File: src/rtl/core/pwcm_pkg.sv
// shared types and constants for the perspective warp coordinate map
// no dependencies

package pwcm_pkg;

	localparam int TAB_SIZE  = 32;
	localparam int FRAC_BITS = 5;
	localparam int MAX_DIM   = 4096;

	localparam int CRD_W  = 12;
	localparam int NUM_W  = 47;   // magnitude of numerators / denominator
	localparam int QW     = 41;   // saturated quotient width (cap 2^40)
	localparam int DVD_W  = NUM_W + 5 + 13; // dividend bits fed to the divider
	localparam int DIV_STEPS = DVD_W;

	localparam logic [QW-1:0] QCAP = QW'(64'd1 << 40);

	typedef enum logic [2:0] {
		REG_M0_M1 = 3'd0,
		REG_M2_M3 = 3'd1,
		REG_M4_M5 = 3'd2,
		REG_M6_M7 = 3'd3,
		REG_M8    = 3'd4
	} reg_idx_t;

	typedef struct packed {
		logic signed [31:0] m0, m1, m2, m3, m4, m5, m6, m7, m8;
	} coef_t;

endpackage

File: src/rtl/core/pwcm_if.sv


interface pwcm_cfg_if;
	logic        valid;
	logic        ready;
	logic [2:0]  index;
	logic [63:0] data;
	modport source (output valid, index, data, input ready);
	modport sink (input valid, index, data, output ready);
endinterface

File: src/rtl/core/pwcm_regs.sv
// coefficient register file written over the configuration channel
// depends on pwcm_pkg, pwcm_if

module pwcm_regs import pwcm_pkg::*; (
	input  logic       clk,
	input  logic       arst_n,
	pwcm_cfg_if.sink   cfg,
	output coef_t      coef
);
	logic [63:0] r01_q, r23_q, r45_q, r67_q;
	logic [31:0] r8_q;

	assign cfg.ready = 1'b1;

	always_ff @(posedge clk or negedge arst_n) begin
		if (!arst_n) begin
			r01_q <= 64'h0001_0000_0000_0000;
			r23_q <= '0;
			r45_q <= 64'h0001_0000_0000_0000;
			r67_q <= '0;
			r8_q  <= 32'h0001_0000;
		end else if (cfg.valid) begin
			unique case (cfg.index)
				REG_M0_M1: r01_q <= cfg.data;
				REG_M2_M3: r23_q <= cfg.data;
				REG_M4_M5: r45_q <= cfg.data;
				REG_M6_M7: r67_q <= cfg.data;
				REG_M8:    r8_q  <= cfg.data[31:0];
				default: ;
			endcase
		end
	end

	assign coef.m0 = r01_q[63:32];
	assign coef.m1 = r01_q[31:0];
	assign coef.m2 = r23_q[63:32];
	assign coef.m3 = r23_q[31:0];
	assign coef.m4 = r45_q[63:32];
	assign coef.m5 = r45_q[31:0];
	assign coef.m6 = r67_q[63:32];
	assign coef.m7 = r67_q[31:0];
	assign coef.m8 = r8_q;
endmodule

File: src/flat_wrapper.sv
// flat-port wrapper written by rule: the top's interface ports become plain ports
module pwcm_regs_flat import pwcm_pkg::*;
  (clk, arst_n, coef, cfg_valid, cfg_index, cfg_data, cfg_ready);
  pwcm_cfg_if cfg_i ();
  input  logic clk;
  input  logic arst_n;
  output coef_t coef;
  input wire logic [$bits(cfg_i.valid)-1:0] cfg_valid;
  input wire logic [$bits(cfg_i.index)-1:0] cfg_index;
  input wire logic [$bits(cfg_i.data)-1:0] cfg_data;
  output wire logic [$bits(cfg_i.ready)-1:0] cfg_ready;
  assign cfg_i.valid = cfg_valid;
  assign cfg_i.index = cfg_index;
  assign cfg_i.data = cfg_data;
  assign cfg_ready = cfg_i.ready;
  pwcm_regs u_core (.clk(clk), .arst_n(arst_n), .cfg(cfg_i), .coef(coef));
endmodule
File: config.mk
export PLATFORM = sky130hd
export DESIGN_NAME = pwcm_regs_flat
export DESIGN_NICKNAME = d
export VERILOG_FILES = /design/src/rtl/core/pwcm_pkg.sv /design/src/rtl/core/pwcm_if.sv /design/src/rtl/core/pwcm_regs.sv /design/src/flat_wrapper.sv
export SDC_FILE = /design/constraint.sdc
export NUM_CORES = 1
export LEC_CHECK = 0
export BUFFER_PORTS_ARGS = -buffer_cell sky130_fd_sc_hd__buf_2
export CAP_MARGIN = 20
export CORE_MARGIN = 10
export CORE_UTILIZATION = 51
export CTS_CLUSTER_DIAMETER = 200
export CTS_CLUSTER_SIZE = 25
export DETAILED_ROUTE_END_ITERATION = 10
export PLACE_DENSITY = 0.77
export SYNTH_ARGS = -nofsm -noshare
export SYNTH_HDL_FRONTEND = slang
export SYNTH_SLANG_ARGS = --single-unit
File: constraint.sdc
create_clock -name clk -period 0.85 [get_ports clk]
set_input_delay 0.17 -clock clk [delete_from_list [all_inputs] [get_ports clk]]
set_output_delay 0.17 -clock clk [all_outputs]
set_load 0.01 [all_outputs]
# [After elaboration in Yosys (flattened, before gate mapping)]
# Index checks and enable logic that the tools add are counted.
[word_totals] register_bits=288 latchBits=0 ram_bits=0 rom_bits=0 in_bits=70 memories=0
[classes] n_addsub=0 mul=0 n_div=0 magnitude_cmp=0 n_eq_ne=4 shift=0 n_mux=0 n_bitwise=0 reduce_logical=6
[ops] op="$reduce_and A2 Y1" n=5
[ops] op="$eq A3 B2 Y1 const B" n=2
[ops] op="$eq A3 B1 Y1 const B" n=1
[ops] op="$eq A3 B3 Y1 const B" n=1
[ops] op="$logic_not A3 Y1" n=1

# [Logic depth before layout (Yosys ltp)]
[logic_depth] depth_word=2 mapped_depth=4 mapped_depth_nobuf=2

# [Worst setup path before layout]
# No wires, ideal clock.
[synth_timing] kind="input -> register" startpoint="input cfg_index[0]" endpoint="register u_core.r01_q[10]" t_arrival_ps=1113 slack_ps=-388 stages=4 n_path_buf=2 cell_sequence="nor4b_2 buf_6 buf_12 mux2_4"
[synth_between] elab_chain_cells=2
[synth_lines] item="start, declared" line_no="flat_wrapper.sv:9" rtl="input wire logic [$bits(cfg_i.index)-1:0] cfg_index;"
[synth_lines] item="$logic_not A3 Y1" line_no="pwcm_regs.sv:23" rtl="unique case (cfg.index)"
[synth_lines] item="$reduce_and A2 Y1 (no source line)"
[synth_lines] item="end signal, assigned" line_no="pwcm_regs.sv:24" rtl="REG_M0_M1: r01_q <= cfg.data;"
[synth_lines] item="end, declared" line_no="pwcm_regs.sv:10" rtl="logic [63:0] r01_q, r23_q, r45_q, r67_q;"
# No other way between the ends.
# A chain may end at the register's enable or synchronous reset.

# [Worst setup path in the final report]
[layout_timing] startpoint="register u_core.r45_q[48]" endpoint="output coef[144] in the netlist's numbering"
[layout_rtl] item="start, declared" line_no="pwcm_regs.sv:10"
[layout_rtl] item="start signal, assigned" line_no="pwcm_regs.sv:26" rtl="REG_M4_M5: r45_q <= cfg.data;"
[layout_rtl] item="end, declared" line_no="flat_wrapper.sv:7" rtl="output coef_t coef;"
# No word-level cell between the ends.

==> results.json <==
{
  "setup_viol": 575,
  "place_inst": 1276,
  "crit_fanout": 2,
  "vias": 8888,
  "setup_slack_ns": -0.527,
  "place_congestion": 0.771,
  "drv_cap": 0,
  "reg2regPathDepth": 3,
  "worstHoldPathCells": 2,
  "multi_input_area_mm2": 0.00434,
  "dp_slack_ns": -0.660,
  "cpMaxStageDelayCell": "dfstp_2",
  "cts_buffers": 15,
  "peakVddDrop_mv": 1.87,
  "synthTopCellsByArea": "dfrtp_1, mux2_4, mux2_2, buf_6, buf_12",
  "antenna_found_initial": 1,
  "setup_tns_ns": -139.66,
  "synth.most_common_cell": "dfrtp_1",
  "clock_path_buffers": 3,
  "hold_class": "in2reg",
  "core_mm2": 0.0225,
  "grt_pass1_wl_um": 60400,
  "fin_cells": 1621,
  "h-tree-depth": 1,
  "fp.dieW_um": 171,
  "synth_flop_cell": "dfrtp_1",
  "avgSynthCellArea_um2": 18.8,
  "drc": 0,
  "yosysTopAreaCellShare_pct": 61.6,
  "wl_per_cell_um": 30.9,
  "cp.arrival_ns": 1.21,
  "grt_max_degree": 33,
  "ys_ff_latch": 288,
  "slew_viol_final": 0,
  "synth_fp_nets": 685,
  "ant_nets": 0,
  "fillerInstances": 829,
  "worstSetupStartpointType": "flop",
  "hold_violations": 0,
  "dr.first_iter.drc_count": 689,
  "finClkSkew_ns": 0,
  "synth-async-reset-ratio_pct": 100,
  "initial_core_util_pct": 51.5,
  "grt_pass1_vias": 9323,
  "synthTopCellsByCount": "dfrtp_1, mux2_4, mux2_2",
  "synthAdderAreaFrac_pct": 0,
  "layout_min_cycle_time_ns": 1.38,
  "overflow": 0,
  "cts_tree": "yes",
  "place_hpwl_um": 22300,
  "dieArea_mm2": 0.0291,
  "p_leak_nw": 9.77,
  "endpoint_kind": "output port",
  "final_core_util_pct": 87.1,
  "die_y_um": 171,
  "synth_cell_type_count": 14,
  "crit_type": "reg2out",
  "ys_seq_area_share_pct": 62.3,
  "critical-path-max-stage-delay_ns": 0.59,
  "drtPass1Iterations": 4,
  "root_buffer": "clkbuf_16",
  "max_clock_freq_ghz": 0.726,
  "wl_um": 50100,
  "synth-xor-area-share_pct": 0,
  "ys_warn_count": 0,
  "power_density_mw_per_mm2": 2390,
  "crit_chain": "buf_6",
  "yosys.area.top_type": "dfrtp_1",
  "critical-path-top-delay-family": "flip-flops",
  "port_buffers": 357,
  "grt_usage_pct": 27.3,
  "row_count": 55,
  "drive_above_1_share_pct": 73.1,
  "violations": "negative setup slack",
  "areaGrowthSynthToFinish_pct": 69.3,
  "worstSkewPairLatency_ns": 0.49,
  "synthSimpleGateAreaFrac_pct": 0.508,
  "finalCritPeriodShare_pct": 162,
  "cts.reportedPaths.clkPinSlew_ns": 0.11,
  "syn_inst": 615,
  "cp_num_buf_inv": 1,
  "crit_required_ns": 0.68,
  "synth_edf_count": 0,
  "synth_compound_area_share_pct": 0,
  "finalNetCount": 1395,
  "outcome": "complete, but fails checks",
  "synth_mux_area_share_pct": 33.8,
  "rsz0062_at_grt": "yes",
  "synth_top_family_by_area": "multiplexers",
  "vias_per_cell": 5.48,
  "ioPinCount": 359,
  "ff2ff_setup_slack_ns": -0.22,
  "cts_num_sinks": 288,
  "register_area_mm2": 0.00721,
  "netlist_area_mm2": 0.0116,
  "crit_cells": 1
}
registers in the layout, summed over array words and instances, names as in the netlist:
name,count
u_core.r23_q,64
u_core.r67_q,64
u_core.r45_q,64
u_core.r8_q,32
u_core.r01_q,64
metal layers:
layer | track usage, % | up-vias | routed length, um
met5 | 0 | - | 0
met4 | 7.40 | 0 | 1900
met3 | 7.95 | 129 | 4770
met2 | 45.9 | 573 | 25200
met1 | 33.7 | 4602 | 18200
li1 | - | 3584 | -
final timing paths:
kind,endpoint,start
max,coef[144],u_core.r45_q[48]
min,u_core.r67_q[22],cfg_data[22]
max reg2reg,u_core.r8_q[12],u_core.r8_q[12]
min reg2reg,u_core.r67_q[31],u_core.r67_q[31]
max in group asynchronous,u_core.r01_q[43],arst_n
min in group asynchronous,u_core.r23_q[2],arst_n
through the flow:
step / power [mW] / hold slack, ns / area [um^2]
6_report: 46.9 / 0.0205 / 19600
3_5_place_dp: 29.4 / 0.139 / 14200
5_1_grt: 48.3 / 0.0179 / 19600
4_1_cts: 40.8 / 0.00236 / 17700
2_1_floorplan: 24.2 / -0.126 / 11800
3_3_place_gp: 29.1 / 0.138 / 14200
layout make-up:
class,instances,share of cell area (%)
clock inverter,2,0.128
multi-input combinational,294,22.1
timing repair buffer,726,37.0
clock buffer,24,2.09
tap,285,1.82
sequential,288,36.8
antenna,2,0.0255
layout by cell type, fill, tap and decap left out:
cell type,synthesis,final
dfrtp_1,285,285
clkinv_8,0,1
conb_1,1,1
buf_4,8,96
mux2_4,180,267
clkbuf_16,0,19
nor4b_4,0,1
nand4b_1,1,1
dlygate4sd3_1,0,63
buf_8,0,21
clkbuf_1,0,9
and4bb_4,0,2
inv_6,0,1
buf_16,0,13
dfstp_2,3,3
buf_6,18,326
mux2_2,105,21
nor4bb_4,0,1
buf_12,6,30
diode_2,0,2
buf_2,1,173
logic make-up (layout without fill, tap and decap cells):
group,Yosys count,in the layout
AND/OR/NAND/NOR,5,5
other,1,3
multiplexers,288,288
buffers and inverters,33,752
flip-flops,288,288
power by group:
part	total, mW	internal [mW]	switching, mW
registers	19.8	16.7	3.09
logic	18.9	12.1	6.87
clock network	8.09	3.42	4.66
what timing repair did:
item                       CTS  global route
hold endpoints to repair   556             0
setup endpoints to repair  502           565
gates resized for setup    168           321
buffers inserted           154           142
pin swaps                    3             4
hold buffers                63             0
cloned                      20             6
Power figures use the tool's default switching activity.
